### src/rtl/core/fue_pkg.sv
package fue_pkg;

  localparam logic [2:0] KIND_BODY       = 3'd0;
  localparam logic [2:0] KIND_FIELD      = 3'd1;
  localparam logic [2:0] KIND_NAME_BYTE  = 3'd2;
  localparam logic [2:0] KIND_NAME_END   = 3'd3;
  localparam logic [2:0] KIND_VALUE_BYTE = 3'd4;

  localparam logic [7:0] CHAR_PLUS    = 8'h2B;  // '+'
  localparam logic [7:0] CHAR_PERCENT = 8'h25;  // '%'
  localparam logic [7:0] CHAR_AMP     = 8'h26;  // '&'
  localparam logic [7:0] CHAR_EQUALS  = 8'h3D;  // '='
  localparam logic [7:0] CHAR_SPACE   = 8'h20;

  localparam logic [15:0] CAPACITY_RESET = 16'd1024;

  // Up to three characters produced by one item, lowest index goes out first.
  typedef struct packed {
    logic [1:0]      cnt;
    logic            err;
    logic [2:0][7:0] chars;
  } enc_res_t;

  function automatic logic is_unreserved(input logic [7:0] c);
    logic r;
    r = ((c >= 8'h61) && (c <= 8'h7A)) ||
        ((c >= 8'h41) && (c <= 8'h5A)) ||
        ((c >= 8'h30) && (c <= 8'h39)) ||
        (c == 8'h2D) || (c == 8'h5F) || (c == 8'h2E) || (c == 8'h7E);
    return r;
  endfunction

  function automatic logic [7:0] hex_digit(input logic [3:0] v);
    logic [7:0] r;
    if (v < 4'd10) begin
      r = 8'h30 + {4'd0, v};
    end else begin
      r = 8'h41 + {4'd0, v} - 8'd10;
    end
    return r;
  endfunction

endpackage

### src/rtl/core/fue_encoder.sv
module fue_encoder (
  input  logic             clk_i,
  input  logic             rst_ni,
  input  logic             adv_i,
  input  logic [2:0]       kind_i,
  input  logic [7:0]       in_byte_i,
  input  logic [15:0]      capacity_i,
  output fue_pkg::enc_res_t res_o
);
  import fue_pkg::*;

  logic [15:0] len_q, len_d;
  logic        first_q, first_d;
  logic        failed_q, failed_d;

  logic            want;
  logic [1:0]      n;
  logic [2:0][7:0] chars;
  logic            fit;

  always_comb begin
    want  = 1'b0;
    n     = 2'd0;
    chars = '0;
    if (!failed_q) begin
      case (kind_i) inside
        KIND_FIELD: begin
          if (!first_q) begin
            want     = 1'b1;
            n        = 2'd1;
            chars[0] = CHAR_AMP;
          end
        end
        KIND_NAME_END: begin
          want     = 1'b1;
          n        = 2'd1;
          chars[0] = CHAR_EQUALS;
        end
        KIND_NAME_BYTE, KIND_VALUE_BYTE: begin
          want = 1'b1;
          if (is_unreserved(in_byte_i)) begin
            n        = 2'd1;
            chars[0] = in_byte_i;
          end else if (in_byte_i == CHAR_SPACE) begin
            n        = 2'd1;
            chars[0] = CHAR_PLUS;
          end else begin
            n        = 2'd3;
            chars[0] = CHAR_PERCENT;
            chars[1] = hex_digit(in_byte_i[7:4]);
            chars[2] = hex_digit(in_byte_i[3:0]);
          end
        end
        default: ;
      endcase
    end
  end

  // A write fits only while one slot stays free for the terminator
  assign fit = (({1'b0, len_q} + {15'd0, n}) < {1'b0, capacity_i});

  always_comb begin
    res_o = '0;
    if (want) begin
      if (fit) begin
        res_o.cnt   = n;
        res_o.chars = chars;
      end else begin
        res_o.cnt = 2'd1;
        res_o.err = 1'b1;
      end
    end
  end

  always_comb begin
    len_d    = len_q;
    first_d  = first_q;
    failed_d = failed_q;
    if (adv_i) begin
      if (kind_i == KIND_BODY) begin
        len_d    = '0;
        first_d  = 1'b1;
        failed_d = 1'b0;
      end else if (!failed_q) begin
        if (kind_i == KIND_FIELD) begin
          first_d = 1'b0;
        end
        if (want && fit) begin
          len_d = len_q + {14'd0, n};
        end else if (want) begin
          failed_d = 1'b1;
        end
      end
    end
  end

  always_ff @(posedge clk_i or negedge rst_ni) begin
    if (!rst_ni) begin
      len_q    <= '0;
      first_q  <= 1'b1;
      failed_q <= 1'b0;
    end else begin
      len_q    <= len_d;
      first_q  <= first_d;
      failed_q <= failed_d;
    end
  end

endmodule

### src/rtl/core/fue_out_buf.sv
module fue_out_buf (
  input  logic              clk_i,
  input  logic              rst_ni,
  input  logic              load_i,
  input  fue_pkg::enc_res_t res_i,
  output logic              free_o,
  output logic              out_valid_o,
  input  logic              out_ready_i,
  output logic [7:0]        out_char_o,
  output logic              last_o,
  output logic              error_o
);
  import fue_pkg::*;

  logic [1:0]      rem_q, rem_d;
  logic [2:0][7:0] ch_q, ch_d;
  logic            err_q, err_d;
  logic            pop;

  assign out_valid_o = (rem_q != 2'd0);
  assign pop         = out_valid_o && out_ready_i;
  // Free for the next item once the last character of this one leaves
  assign free_o      = (rem_q == 2'd0) || ((rem_q == 2'd1) && pop);
  assign out_char_o  = ch_q[0];
  assign last_o      = (rem_q == 2'd1);
  assign error_o     = err_q;

  always_comb begin
    rem_d = rem_q;
    ch_d  = ch_q;
    err_d = err_q;
    if (load_i) begin
      rem_d = res_i.cnt;
      ch_d  = res_i.chars;
      err_d = res_i.err;
    end else if (pop) begin
      rem_d = rem_q - 2'd1;
      ch_d  = {8'd0, ch_q[2], ch_q[1]};
    end
  end

  always_ff @(posedge clk_i or negedge rst_ni) begin
    if (!rst_ni) begin
      rem_q <= '0;
    end else begin
      rem_q <= rem_d;
    end
  end

  always_ff @(posedge clk_i) begin
    ch_q  <= ch_d;
    err_q <= err_d;
  end

endmodule

### src/rtl/core/form_urlencoded_body_encoder.sv
// Form-urlencoded body encoder.
// Input channel (in_valid_i/in_ready_o) carries items: kind_i selects body
// start, field start, name byte, name end or value byte; in_byte_i is the raw
// byte for byte items. Output channel (out_valid_o/out_ready_i) carries one
// encoded character per transfer; last_o marks the final character of an
// item, error_o marks the single overflow result after which the body is
// dropped until the next body start.
// body_capacity_i is written when cfg_we_i is high; write it only when idle.
// An accepted item is held in the input register, encoded combinationally
// and loaded into the output register; its first character leaves from there.
// Throughput: one item per cycle for items that give one character or none,
// while the receiver is ready; an escaped byte gives three characters that
// leave the output register one by one, and the next item waits for them.
// Reset clears the body state (length zero, first field pending, not failed),
// empties the pipeline and sets the capacity to 1024.
// When the receiver stalls, the current character holds and, once the input
// register is occupied, in_ready_o drops; nothing is lost.
module form_urlencoded_body_encoder (
  input  logic        clk_i,
  input  logic        rst_ni,
  input  logic        in_valid_i,
  output logic        in_ready_o,
  input  logic [2:0]  kind_i,
  input  logic [7:0]  in_byte_i,
  output logic        out_valid_o,
  input  logic        out_ready_i,
  output logic [7:0]  out_char_o,
  output logic        last_o,
  output logic        error_o,
  input  logic        cfg_we_i,
  input  logic [15:0] body_capacity_i
);
  import fue_pkg::*;

  logic        vld_q;
  logic [2:0]  kind_q;
  logic [7:0]  byte_q;
  logic [15:0] cap_q;
  logic        free;
  logic        adv;
  enc_res_t    res;

  assign adv        = vld_q && free;
  assign in_ready_o = !vld_q || free;

  always_ff @(posedge clk_i or negedge rst_ni) begin
    if (!rst_ni) begin
      vld_q <= 1'b0;
      cap_q <= CAPACITY_RESET;
    end else begin
      if (in_ready_o) begin
        vld_q <= in_valid_i;
      end
      if (cfg_we_i) begin
        cap_q <= body_capacity_i;
      end
    end
  end

  always_ff @(posedge clk_i) begin
    if (in_valid_i && in_ready_o) begin
      kind_q <= kind_i;
      byte_q <= in_byte_i;
    end
  end

  fue_encoder u_enc (
    .clk_i      (clk_i),
    .rst_ni     (rst_ni),
    .adv_i      (adv),
    .kind_i     (kind_q),
    .in_byte_i  (byte_q),
    .capacity_i (cap_q),
    .res_o      (res)
  );

  fue_out_buf u_obuf (
    .clk_i       (clk_i),
    .rst_ni      (rst_ni),
    .load_i      (adv && (res.cnt != 2'd0)),
    .res_i       (res),
    .free_o      (free),
    .out_valid_o (out_valid_o),
    .out_ready_i (out_ready_i),
    .out_char_o  (out_char_o),
    .last_o      (last_o),
    .error_o     (error_o)
  );

endmodule

### config.mk
export PLATFORM = sky130hd
export DESIGN_NAME = form_urlencoded_body_encoder
export DESIGN_NICKNAME = d
export VERILOG_FILES = /design/src/rtl/core/fue_pkg.sv /design/src/rtl/core/fue_encoder.sv /design/src/rtl/core/fue_out_buf.sv /design/src/rtl/core/form_urlencoded_body_encoder.sv
export SDC_FILE = /design/constraint.sdc
export NUM_CORES = 1
export LEC_CHECK = 0
export ABC_AREA = 0
export BUFFER_PORTS_ARGS = -buffer_cell sky130_fd_sc_hd__buf_2
export CORE_ASPECT_RATIO = 0.75
export CORE_MARGIN = 8
export CORE_UTILIZATION = 40
export DETAILED_ROUTE_END_ITERATION = 6
export SLEW_MARGIN = 0
export SYNTH_ARGS = -nofsm -noshare
export SYNTH_HDL_FRONTEND = slang
export SYNTH_SLANG_ARGS = --single-unit
### constraint.sdc
create_clock -name clk_i -period 6.2 [get_ports clk_i]
set_clock_uncertainty 0.2 [all_clocks]
set_input_delay 0.62 -clock clk_i [delete_from_list [all_inputs] [get_ports clk_i]]
set_output_delay 0.62 -clock clk_i [all_outputs]
set_load 0.02 [all_outputs]
After elaboration in Yosys (flattened, before gate mapping)
Index checks and enable logic that the tools add are counted.
{"block": "classes", "add_sub_neg": 9, "n_lt_le_gt_ge": 9, "n_eq_ne": 11, "mux": 44, "n_reduce_logical": 28}
{"op": "$mux W16", "n": 8}
{"op": "$mux W24", "n": 4}
{"op": "$mux W8", "n": 6}
{"op": "$mux W27", "n": 1}
{"op": "$eq A8 B6 Y1 const B", "n": 3}
{"op": "$mux W2", "n": 9}
{"op": "$add A16 B2 Y17", "n": 1}
{"op": "$lt A17 B16 Y1", "n": 1}
{"op": "$add A16 B2 Y16", "n": 1}
{"op": "$add A7 B4 Y8 const A", "n": 2}
{"op": "$eq A8 B7 Y1 const B", "n": 2}
{"op": "$ge A8 B7 Y1 const B", "n": 2}
{"op": "$le A8 B7 Y1 const B", "n": 2}
{"op": "$sub A8 B4 Y8 const B", "n": 2}
{"op": "$add A6 B4 Y7 const A", "n": 2}
{"op": "$mux W1", "n": 14}
{"op": "$reduce_bool A2 Y1", "n": 5}
{"op": "$logic_and A1 B1 Y1", "n": 9}
{"op": "$ge A8 B6 Y1 const B", "n": 1}
{"op": "$le A8 B6 Y1 const B", "n": 1}
{"op": "$logic_or A1 B1 Y1", "n": 8}
{"op": "$lt A4 B4 Y1 const B", "n": 2}
{"op": "$eq A3 B2 Y1 const B", "n": 2}
{"op": "$mux W6", "n": 1}
{"op": "11 further kinds", "n": 12}
{"block": "totals", "reg_bits": 73, "inputBits": 32, "output_inout_bits": 12, "wordCells": 113}

Depth between registers and ports, before layout
Gate-level depths: netlist (run 1).
{"block": "logic_depth", "word_depth": 20, "mapped_depth": 22, "ltp_nobuf": 21}

Hierarchy
A second synthesis (run 1) with hierarchy kept.
{"block": "hier_totals", "cells_unflattened": 417, "hier_area_um2": 4580.6}
{"mod": "fue_encoder", "instances": 1, "cells_per_inst": 288, "area_each_um2": 2324.7, "seq_area_each_um2": 451.7}
{"mod": "fue_out_buf", "instances": 1, "cells_per_inst": 78, "area_each_um2": 1217.4, "seq_area_each_um2": 800.8}
{"mod": "form_urlencoded_body_encoder", "instances": 1, "cells_per_inst": 51, "area_each_um2": 1038.5, "seq_area_each_um2": 757.0}

Least setup slack after synthesis (run 1)
No wires, ideal clock.
{"block": "synth_timing", "kind": "register to register", "start": "register byte_q[1]", "end": "register u_obuf.ch_q (netlist bit u_obuf.out_char_o[2]) (data pin)", "setup_time_ns": 0.148, "arrival_time_ns": 5.479, "required_time_ns": 5.852, "setup_slack_ns": 0.372, "stages_incl_launch_ff": 23, "synth_period_minus_slack_ns": 5.828, "cell_sequence": "edfxtp_1 inv_1 ha_1 or4b_4 a311o_1 o211ai_2 and4_4 nand2_1 or2_2 fa_1 nand3b_1 nor3_4 nand2_1 nor2_1 xor2_1 ha_1 a211oi_1 nor2_1 a41oi_4 nand2_1 nor2_2 buf_2 a2bb2oi_1"}
{"element": "from (decl)", "line": "form_urlencoded_body_encoder.sv:37", "rtl": "logic [7:0] byte_q;"}
{"element": "from (signal assigned)", "line": "form_urlencoded_body_encoder.sv:63", "rtl": "byte_q <= in_byte_i;"}
{"element": "to (signal assigned)", "line": "fue_out_buf.sv:51", "rtl": "ch_q <= ch_d;"}
{"element": "to (decl)", "line": "fue_out_buf.sv:16", "rtl": "logic [2:0][7:0] ch_q, ch_d;"}

Worst setup path in the final report (run 1)
{"block": "layout_timing", "start": "register byte_q[0]", "end": "register u_enc.len_q[3]"}
{"block": "layout_via", "elab_chain_len": 18, "word_cells_on_any_way": 35}
{"element": "$ge A8 B7 Y1 (tied with other cells)", "line": "fue_pkg.sv:26", "rtl": "r = ((c >= 8'h61) && (c <= 8'h7A)) ||"}
{"element": "$logic_and A1 B1 Y1, on equally long branches", "line": "fue_pkg.sv:26, fue_pkg.sv:27"}
{"element": "$logic_or A1 B1 Y1", "line": "fue_pkg.sv:26"}
{"element": "$logic_or A1 B1 Y1", "line": "fue_pkg.sv:27", "rtl": "((c >= 8'h41) && (c <= 8'h5A)) ||"}
{"element": "$logic_or A1 B1 Y1", "line": "fue_pkg.sv:28", "rtl": "((c >= 8'h30) && (c <= 8'h39)) ||"}
{"element": "$logic_or A1 B1 Y1 (3 in series)", "line": "fue_pkg.sv:29", "rtl": "(c == 8'h2D) || (c == 8'h5F) || (c == 8'h2E) || (c == 8'h7E);"}
{"element": "$mux W2 *", "line": "fue_encoder.sv:41", "rtl": "if (is_unreserved(in_byte_i)) begin"}
{"element": "$mux W2 * (3 in series)", "line": "fue_encoder.sv:26", "rtl": "case (kind_i) inside"}
{"element": "$mux W2 *", "line": "fue_encoder.sv:25", "rtl": "if (!failed_q) begin"}
{"element": "$add A16 B2 Y17", "line": "fue_encoder.sv:60", "rtl": "assign fit = (({1'b0, len_q} + {15'd0, n}) < {1'b0, capacity_i});"}
{"element": "$lt A17 B16 Y1", "line": "fue_encoder.sv:60"}
{"element": "$logic_and A1 B1 Y1", "line": "fue_encoder.sv:88", "rtl": "if (want && fit) begin"}
{"element": "$reduce_bool A2 Y1 (no source line)"}
{"element": "$reduce_and A3 Y1 (no source line)"}
{"element": "to (signal assigned)", "line": "fue_encoder.sv:103", "rtl": "len_q <= len_d;"}
{"element": "to (decl)", "line": "fue_encoder.sv:12", "rtl": "logic [15:0] len_q, len_d;"}
Every way passes the cells marked *; elsewhere a longest branch is shown, timed or not. The select of a mux whose other input is x is not followed.
A chain may end at the register's enable or synchronous reset.

==> results.rst, run 1 <==
.. list-table::
   :header-rows: 1

   * - Metric
     - Value
   * - Total routed wire length on the met1 layer
     - 5380 µm
   * - Unique masters post-synth
     - 71
   * - Max-slew headroom
     - 39.0%
   * - PD cells
     - 385 mW/mm²
   * - Worst setup EP type
     - register
   * - Setup CP Type
     - register to register
   * - Detail-routed via count per cell
     - 5.44
   * - Startpoint class of the critical path
     - register
   * - First-pass GRT wire length
     - 17000 µm
   * - Count of non-filler cells in the finished layout
     - 654
   * - Average wire per cell in the routed design
     - 16.2 µm
   * - Sequential fraction of the synthesis area
     - 43.6%
   * - Initial antenna violation count
     - 0
   * - Chip width
     - 138 µm
   * - Post-Route Setup TNS
     - 0 ns
   * - Leading register cell type out of synthesis
     - sky130_fd_sc_hd__dfrtp_1
   * - Total via count after detailed routing
     - 3558
   * - Final estimated routing congestion in global placement
     - 0.870
   * - CTS buffer count
     - 9
   * - CTS H-tree lvls
     - 3
   * - Most area-hungry cell type in the Yosys netlist
     - sky130_fd_sc_hd__edfxtp_1
   * - Global-route usage over all layers
     - 14.1%
   * - Number of nets still failing antenna checks after routing
     - 0
   * - Max Freq
     - 166 MHz
   * - Number of synthesized flops with an enable pin
     - 34
   * - Post-Route WL
     - 10600 µm
   * - First-pass detailed-route iteration total
     - 4
   * - Number of port buffers
     - 43
   * - Sequential cell area
     - 0.00195 mm²
   * - Core Footprint
     - 0.0109 mm²
   * - Wire length on met2
     - 4500 µm
   * - Die Ht
     - 108 µm
   * - Met3 wire length
     - 584 µm
   * - DRC violation count after routing
     - 0
   * - Slew of the pin with the lowest slew margin
     - 0.913 ns
   * - Maximum ir drop on the vdd rail
     - 0.000246 V
   * - Critical path data required time
     - 6.22 ns
   * - Number of cells after detailed placement
     - 628
   * - TritonCTS clock tree
     - built
   * - Area fraction of the dominant cell type after synthesis
     - 22.8%
   * - Maximum buffer depth of the clock tree
     - 2
   * - Area of the multi-input gates
     - 0.00229 mm²
   * - Vias in the first global route
     - 3368
   * - Avg Cell Area, Syn
     - 9.61 µm²
   * - Number of top-level pins
     - 44
   * - Starting DRT DRC Count
     - 251
   * - # fillers
     - 1042
   * - Later-pin clock latency in the skew report
     - 0.34 ns
   * - # clock sinks
     - 71
   * - HPWL after DPL
     - 7610 µm
   * - Proportion of layout cells with a drive suffix above 1
     - 20.8%
   * - Number of max-cap violations
     - 0
   * - Top area cells in the synthesized netlist
     - sky130_fd_sc_hd__edfxtp_1 (23%), sky130_fd_sc_hd__dfrtp_1 (20%), sky130_fd_sc_hd__ha_1 (7.8%)
   * - Yosys Warn Count
     - 0
   * - Synth Cell Area
     - 0.00447 mm²
   * - Diode count
     - 0
   * - Leakage component of the power
     - 2.24 nW
   * - CTS Root Cell
     - sky130_fd_sc_hd__clkbuf_16
   * - Post-route fraction of the period consumed by the critical path
     - 97.0%
   * - Rows
     - 33
   * - Final net count
     - 570
   * - Number of flip-flops and latches in the synthesized netlist
     - 71
   * - Fraction of registers with async set/reset
     - 52.1%
   * - Remaining Overflow, GRT
     - 0
   * - Post-placement worst setup slack
     - -0.0276 ns
   * - Number of endpoints with negative hold slack in the final report
     - 0
   * - Post-layout min period
     - 6.01 ns
   * - Setup ws final
     - 0.187 ns
   * - Final total power
     - 2.01 mW
   * - Unrepaired setup endpoints after global routing
     - yes
   * - Starting Density
     - 41.0%
   * - Syn-to-layout area delta
     - 16.9%
   * - Classification of the worst-slack hold path
     - input pin to async pin
   * - Max-slew violation count
     - 0
   * - Biggest fanout along the worst timing path
     - 12
   * - Clock transition at path regs
     - 0.06 ns
   * - Post-synthesis net count
     - 526
   * - CP arrival
     - 6.03 ns
   * - Die area
     - 0.0148 mm²
   * - Max Used Layer
     - met4
   * - Run status
     - completed
   * - Maximum number of pins on one net before global-route repair
     - 38
   * - Count of mapped cells out of synthesis
     - 465
   * - Setup-failing EPs final
     - 0
==> cell type report <==
class / count / area share (%)
tap: 140 / 3.35
clock inverter: 7 / 1.96
multi-input combinational: 333 / 43.9
sequential: 71 / 37.3
timing repair buffer: 63 / 6.99
clock buffer: 9 / 4.31
inverter: 31 / 2.23
==> path summary, 6_finish.rpt <==
check | startpoint | end | slack [ns] | cells past startpoint
worst max-delay path | byte_q[0] | u_enc.len_q[3] | 0.19 | 20
worst min-delay path | rst_ni | cap_q[12] | 0.20 | 1
worst max register to register | byte_q[0] | u_enc.len_q[3] | 0.19 | 20
worst min register to register | u_enc.first_q | u_enc.first_q | 0.27 | 2
max in group asynchronous | rst_ni | cap_q[1] | 5.04 | 1
min in group clk_i | in_byte_i[3] | byte_q[3] | 0.26 | 1
==> metal layers <==
| layer | vias up | GRT usage [%] |
|---|---|---|
| li1 | 1760 | - |
| met1 | 1672 | 20.4 |
| met2 | 115 | 20.4 |
| met3 | 11 | 2.60 |
| met4 | 0 | 5.34 |
| met5 | - | 0 |
==> state kept, by name, summed over array words and instances, names as in the netlist <==
signal and flops:
u_obuf.out_char_o 8, vld_q 1, u_obuf.ch_q 14, u_enc.len_q 16, kind_q 3, u_obuf.rem_q 2
u_enc.failed_q 1, byte_q 8, u_enc.first_q 1, cap_q 16, u_obuf.error_o 1
==> worst max-delay path, cell delays in order, from the launching register on <==
cell                       delay [ns]
sky130_fd_sc_hd__edfxtp_1        0.48
sky130_fd_sc_hd__inv_1           0.13
sky130_fd_sc_hd__ha_1            0.24
sky130_fd_sc_hd__or4b_4          0.49
sky130_fd_sc_hd__a311o_1         0.38
sky130_fd_sc_hd__o211ai_2        0.08
sky130_fd_sc_hd__and4_4          0.29
sky130_fd_sc_hd__nand2_1         0.08
sky130_fd_sc_hd__or2_2           0.30
sky130_fd_sc_hd__fa_1            0.50
sky130_fd_sc_hd__nand3b_1        0.31
sky130_fd_sc_hd__nor3_4          0.24
sky130_fd_sc_hd__nand3_1         0.18
sky130_fd_sc_hd__xnor2_1         0.24
sky130_fd_sc_hd__ha_1            0.31
sky130_fd_sc_hd__a21oi_1         0.20
sky130_fd_sc_hd__nand2_1         0.12
sky130_fd_sc_hd__a211oi_4        0.25
sky130_fd_sc_hd__a21boi_0        0.13
sky130_fd_sc_hd__o211a_2         0.40
sky130_fd_sc_hd__a221o_1         0.33
==> what timing repair did <==
item	CTS	global route
hold buffers	0	0
setup endpoints to repair	25	39
hold endpoints to repair	0	0
cloned	0	1
pin swaps	0	3
resized for setup	1	9
setup buffers	0	9
==> synth_stat cells (5+ instances only) <==
cell type                  count
sky130_fd_sc_hd__ha_1         28
sky130_fd_sc_hd__and2_1        7
sky130_fd_sc_hd__clkbuf_1     15
sky130_fd_sc_hd__inv_1        31
sky130_fd_sc_hd__a21oi_1      18
sky130_fd_sc_hd__nand4_1       6
sky130_fd_sc_hd__a221o_1      11
sky130_fd_sc_hd__nor3_1       24
sky130_fd_sc_hd__nand3_1      16
sky130_fd_sc_hd__or3_1         5
sky130_fd_sc_hd__a211oi_1      5
sky130_fd_sc_hd__nand2b_1      8
sky130_fd_sc_hd__nor2_1       30
sky130_fd_sc_hd__o21ai_0      24
sky130_fd_sc_hd__nor2b_1       5
sky130_fd_sc_hd__nand2_1      59
sky130_fd_sc_hd__buf_4         8
sky130_fd_sc_hd__edfxtp_1     34
sky130_fd_sc_hd__dfrtp_1      35
sky130_fd_sc_hd__xnor2_1      13
==> logic make-up after synthesis <==
group                    synth area share, %
AO/OA/AOI/OAI                           16.2
XOR/XNOR                                3.33
adder cells (fa/ha/maj)                 8.29
buffers and inverters                   6.33
flip-flops                              43.6
multiplexers                            1.68
other                                 0.0839
AND/OR/NAND/NOR                         20.5
==> per-stage QoR <==
step | hold WS (ns) | utilization, % | cell area (µm²)
after global placement | 0.259 | 43.8 | 4780
after CTS | 0.231 | 46.9 | 5110
after global routing | 0.244 | 47.9 | 5230
final | 0.201 | 47.9 | 5230
after detailed placement | 0.263 | 43.8 | 4780
after floorplan | 0.124 | - | 4470
==> where the power goes <==
part / internal [mW] / leakage, nW / switching [mW] / total, mW
registers: 0.653 / 0.800 / 0.0667 / 0.720
clock network: 0.356 / 0.157 / 0.215 / 0.571
logic: 0.261 / 1.28 / 0.461 / 0.722
total: 1.27 / 2.24 / 0.743 / 2.01
==> cell usage in the layout (no fill, tap or decap), types with 3 or more instances in the layout <==
master,n
sky130_fd_sc_hd__o21a_1,3
sky130_fd_sc_hd__ha_1,28
sky130_fd_sc_hd__dfrtp_1,35
sky130_fd_sc_hd__nand3_1,16
sky130_fd_sc_hd__edfxtp_1,34
sky130_fd_sc_hd__o21ai_0,23
sky130_fd_sc_hd__nor2_1,29
sky130_fd_sc_hd__and2_1,7
sky130_fd_sc_hd__mux2i_1,3
sky130_fd_sc_hd__a21oi_1,17
sky130_fd_sc_hd__a211oi_1,4
sky130_fd_sc_hd__buf_2,43
sky130_fd_sc_hd__nor2b_1,5
sky130_fd_sc_hd__nand4_1,6
sky130_fd_sc_hd__and3_1,3
sky130_fd_sc_hd__nand2b_1,8
sky130_fd_sc_hd__nor4_1,4
sky130_fd_sc_hd__xnor2_1,13
sky130_fd_sc_hd__or3_1,5
sky130_fd_sc_hd__clkbuf_16,9
sky130_fd_sc_hd__o31ai_1,4
sky130_fd_sc_hd__nand2_1,59
sky130_fd_sc_hd__buf_4,20
sky130_fd_sc_hd__mux2_2,4
sky130_fd_sc_hd__xor2_1,4
sky130_fd_sc_hd__inv_1,31
sky130_fd_sc_hd__a221o_1,11
sky130_fd_sc_hd__nor3_1,24
Note: power is estimated with default switching activity, not from simulation.
==> run 2: changes to the inputs <==
--- a/config.mk
+++ b/config.mk
@@ -11,6 +11,7 @@
 export CORE_MARGIN = 8
 export CORE_UTILIZATION = 40
 export DETAILED_ROUTE_END_ITERATION = 6
+export REMOVE_ABC_BUFFERS = 1
 export SLEW_MARGIN = 0
 export SYNTH_ARGS = -nofsm -noshare
 export SYNTH_HDL_FRONTEND = slang
==> run 2 against run 1 <==
Critical endpoint is now u_obuf.ch_q[13]; register-to-register slack gained 0.07 ns; worst setup slack better by 0.075 ns; sequential cell count unchanged; combinational power rose by 1%; critical path type unchanged; final cell count increased by 0.31%; total power is 3.1% lower; clock power is 13% lower; die area unchanged; sequential share of layout area is the same; sequential power increased by 0.8%; global-route usage rose by 0.97 points.
==> results.rst, run 2 (synthesis gave the netlist of run 1 again) <==
.. list-table::
   :header-rows: 1

   * - Metric
     - Value
   * - Max-slew headroom
     - 30.9%
   * - Slew of the pin with the lowest slew margin
     - 1.03 ns
   * - Critical path data required time
     - 6.16 ns
   * - Met3 Track Usage GR
     - 3.40%
   * - Maximum buffer depth of the clock tree
     - 2
   * - Final net count
     - 572
   * - Final total power
     - 1.95 mW
   * - Diode count
     - 0
   * - Detail-routed via count per cell
     - 5.44
   * - Layer with the highest usage
     - met1
   * - Biggest fanout along the worst timing path
     - 6
   * - Most common cell after layout, fill and taps aside
     - sky130_fd_sc_hd__nand2_1
   * - Setup-failing EPs final
     - 0
   * - Later-pin clock latency in the skew report
     - 0.33 ns
   * - Average wire per cell in the routed design
     - 16.9 µm
   * - Die Ht
     - 108 µm
   * - Number of nets still failing antenna checks after routing
     - 0
   * - Post-layout min period
     - 5.94 ns
   * - Worst setup EP type
     - register
   * - Maximum number of pins on one net before global-route repair
     - 38
   * - Met1 global-route usage
     - 23.0%
   * - CTS Root Cell
     - sky130_fd_sc_hd__clkbuf_16
   * - Worst slack on hold paths
     - 0.217 ns
   * - Syn-to-layout area delta
     - 16.9%
   * - Core Footprint
     - 0.0109 mm²
   * - Placement Cell Area
     - 0.00479 mm²
   * - Number of endpoints with negative hold slack in the final report
     - 0
   * - Starting Density
     - 41.0%
   * - Run status
     - completed
   * - Classification of the worst-slack hold path
     - input pin to async pin
   * - Area of all placed cells without fillers
     - 0.00523 mm²
   * - Number of top-level pins
     - 44
   * - Max Freq
     - 168 MHz
   * - CTS H-tree lvls
     - 3
   * - First-pass detailed-route iteration total
     - 5
   * - CTS buffer count
     - 9
   * - Registers with the most flip-flops
     - cap_q (16), u_enc.len_q (16), u_obuf.ch_q (14)
   * - Register-to-Register Setup Slack
     - 0.26 ns
   * - Starting DRT DRC Count
     - 311
   * - # fillers
     - 1056
   * - Rows
     - 33
   * - Startpoint class of the critical path
     - register
   * - Top library cells by usage in the layout, fill and taps aside
     - sky130_fd_sc_hd__nand2_1 (58), sky130_fd_sc_hd__buf_2 (43), sky130_fd_sc_hd__dfrtp_1 (35)
   * - Global-route met2 utilization
     - 20.0%
   * - Number of cells after detailed placement
     - 629
   * - PD cells
     - 373 mW/mm²
   * - Capturing point of the worst reg2reg path
     - u_obuf.ch_q[13]
   * - Vias in the first global route
     - 3426
   * - Proportion of layout cells with a drive suffix above 1
     - 22.3%
   * - Initial antenna violation count
     - 0
   * - Number of max-cap violations
     - 0
   * - CP arrival
     - 5.90 ns
   * - Maximum ir drop on the vdd rail
     - 0.000181 V
   * - Total via count after detailed routing
     - 3571
   * - Source of the worst register-to-register timing path
     - byte_q[0]
   * - TritonCTS clock tree
     - built
   * - HPWL after DPL
     - 7950 µm
   * - Post-Route Setup TNS
     - 0 ns
   * - Post-route fraction of the period consumed by the critical path
     - 95.8%
   * - Leakage component of the power
     - 2.23 nW
   * - Count of non-filler cells in the finished layout
     - 656
   * - Clock transition at path regs
     - 0.06 ns
   * - Final estimated routing congestion in global placement
     - 0.874
   * - Post-Route WL
     - 11100 µm
   * - Die area
     - 0.0148 mm²
   * - Number of port buffers
     - 43
   * - # clock sinks
     - 71
   * - Remaining Overflow, GRT
     - 0
   * - Cell depth of the worst flop-to-flop path
     - 21
   * - First-pass GRT wire length
     - 18300 µm
   * - Max-slew violation count
     - 0
   * - Chip width
     - 138 µm
   * - Global-route usage over all layers
     - 15.1%
   * - Setup CP Type
     - register to register
   * - DRC violation count after routing
     - 0
run 2: cell type report:
cell class              instances  area [µm²]  area share, %
multi-input cells             332        2310           44.3
flip-flops and latches         71        1950           37.3
repair buffers                 66         388           7.42
clock buffers                  12         256           4.91
well taps                     140         175           3.35
inverters                      31         116           2.23
clock inverters                 4        27.5          0.527
run 2: how the worst max path moves through the flow:
stage / startpoint / end / slack (ns)
3_3_place_gp: byte_q[0] / u_enc.len_q[4] / 0.20
3_5_place_dp: byte_q[0] / u_obuf.out_char_o[2] / -0.04
5_1_grt: byte_q[0] / u_obuf.ch_q[10] / -0.06
4_1_cts: byte_q[0] / u_obuf.ch_q[17] / 0.04
2_1_floorplan: byte_q[1] / u_enc.len_q[4] / 0.07
6_report: byte_q[0] / u_obuf.ch_q[13] / 0.26
run 2: metrics by stage:
| step | util [%] | worst slack, ns |
|---|---|---|
| 3_5_place_dp | 43.9 | -0.0421 |
| 2_1_floorplan | - | 0.0679 |
| 3_3_place_gp | 43.9 | 0.199 |
| 4_1_cts | 46.6 | 0.0366 |
| 6_report | 47.9 | 0.262 |
| 5_1_grt | 47.9 | -0.0607 |
run 2: critical path, stage by stage, from the launching register on:
cell and delay, ns:
sky130_fd_sc_hd__edfxtp_1 0.47, sky130_fd_sc_hd__inv_1 0.13, sky130_fd_sc_hd__ha_2 0.22, sky130_fd_sc_hd__or4b_4 0.48, sky130_fd_sc_hd__a311o_1 0.38, sky130_fd_sc_hd__o211ai_2 0.08
sky130_fd_sc_hd__and4_4 0.28, sky130_fd_sc_hd__nand2_1 0.07, sky130_fd_sc_hd__or2_2 0.31, sky130_fd_sc_hd__fa_2 0.42, sky130_fd_sc_hd__nand3b_1 0.29, sky130_fd_sc_hd__nor3_4 0.28
sky130_fd_sc_hd__nand3_2 0.14, sky130_fd_sc_hd__xnor2_1 0.16, sky130_fd_sc_hd__ha_1 0.35, sky130_fd_sc_hd__a21oi_2 0.21, sky130_fd_sc_hd__nand2_1 0.12, sky130_fd_sc_hd__a211oi_4 0.29
sky130_fd_sc_hd__a21o_1 0.29, sky130_fd_sc_hd__nand4_4 0.17, sky130_fd_sc_hd__buf_4 0.20, sky130_fd_sc_hd__o31ai_1 0.22
run 2: power by group:
| group | leakage [nW] | switching, mW | total, mW | internal (mW) |
|---|---|---|---|---|
| clock network | 0.140 | 0.203 | 0.497 | 0.294 |
| logic | 1.29 | 0.464 | 0.729 | 0.266 |
| registers | 0.800 | 0.0713 | 0.726 | 0.654 |
| total | 2.23 | 0.738 | 1.95 | 1.21 |
run 2: what timing repair did:
item | in CTS | in global routing
hold buffers | 0 | 0
setup buffers | 0 | 11
setup endpoints to repair | 24 | 40
pin swaps | 0 | 4
resized for setup | 1 | 15
run 2: per-layer routing:
metal | part of all wire [%] | routed length, µm | up-vias
met5 | 0 | 0 | -
met1 | 54 | 6000 | 1688
met4 | 1.1 | 117 | 0
met2 | 39 | 4320 | 116
met3 | 5.7 | 625 | 11
li1 | - | - | 1756
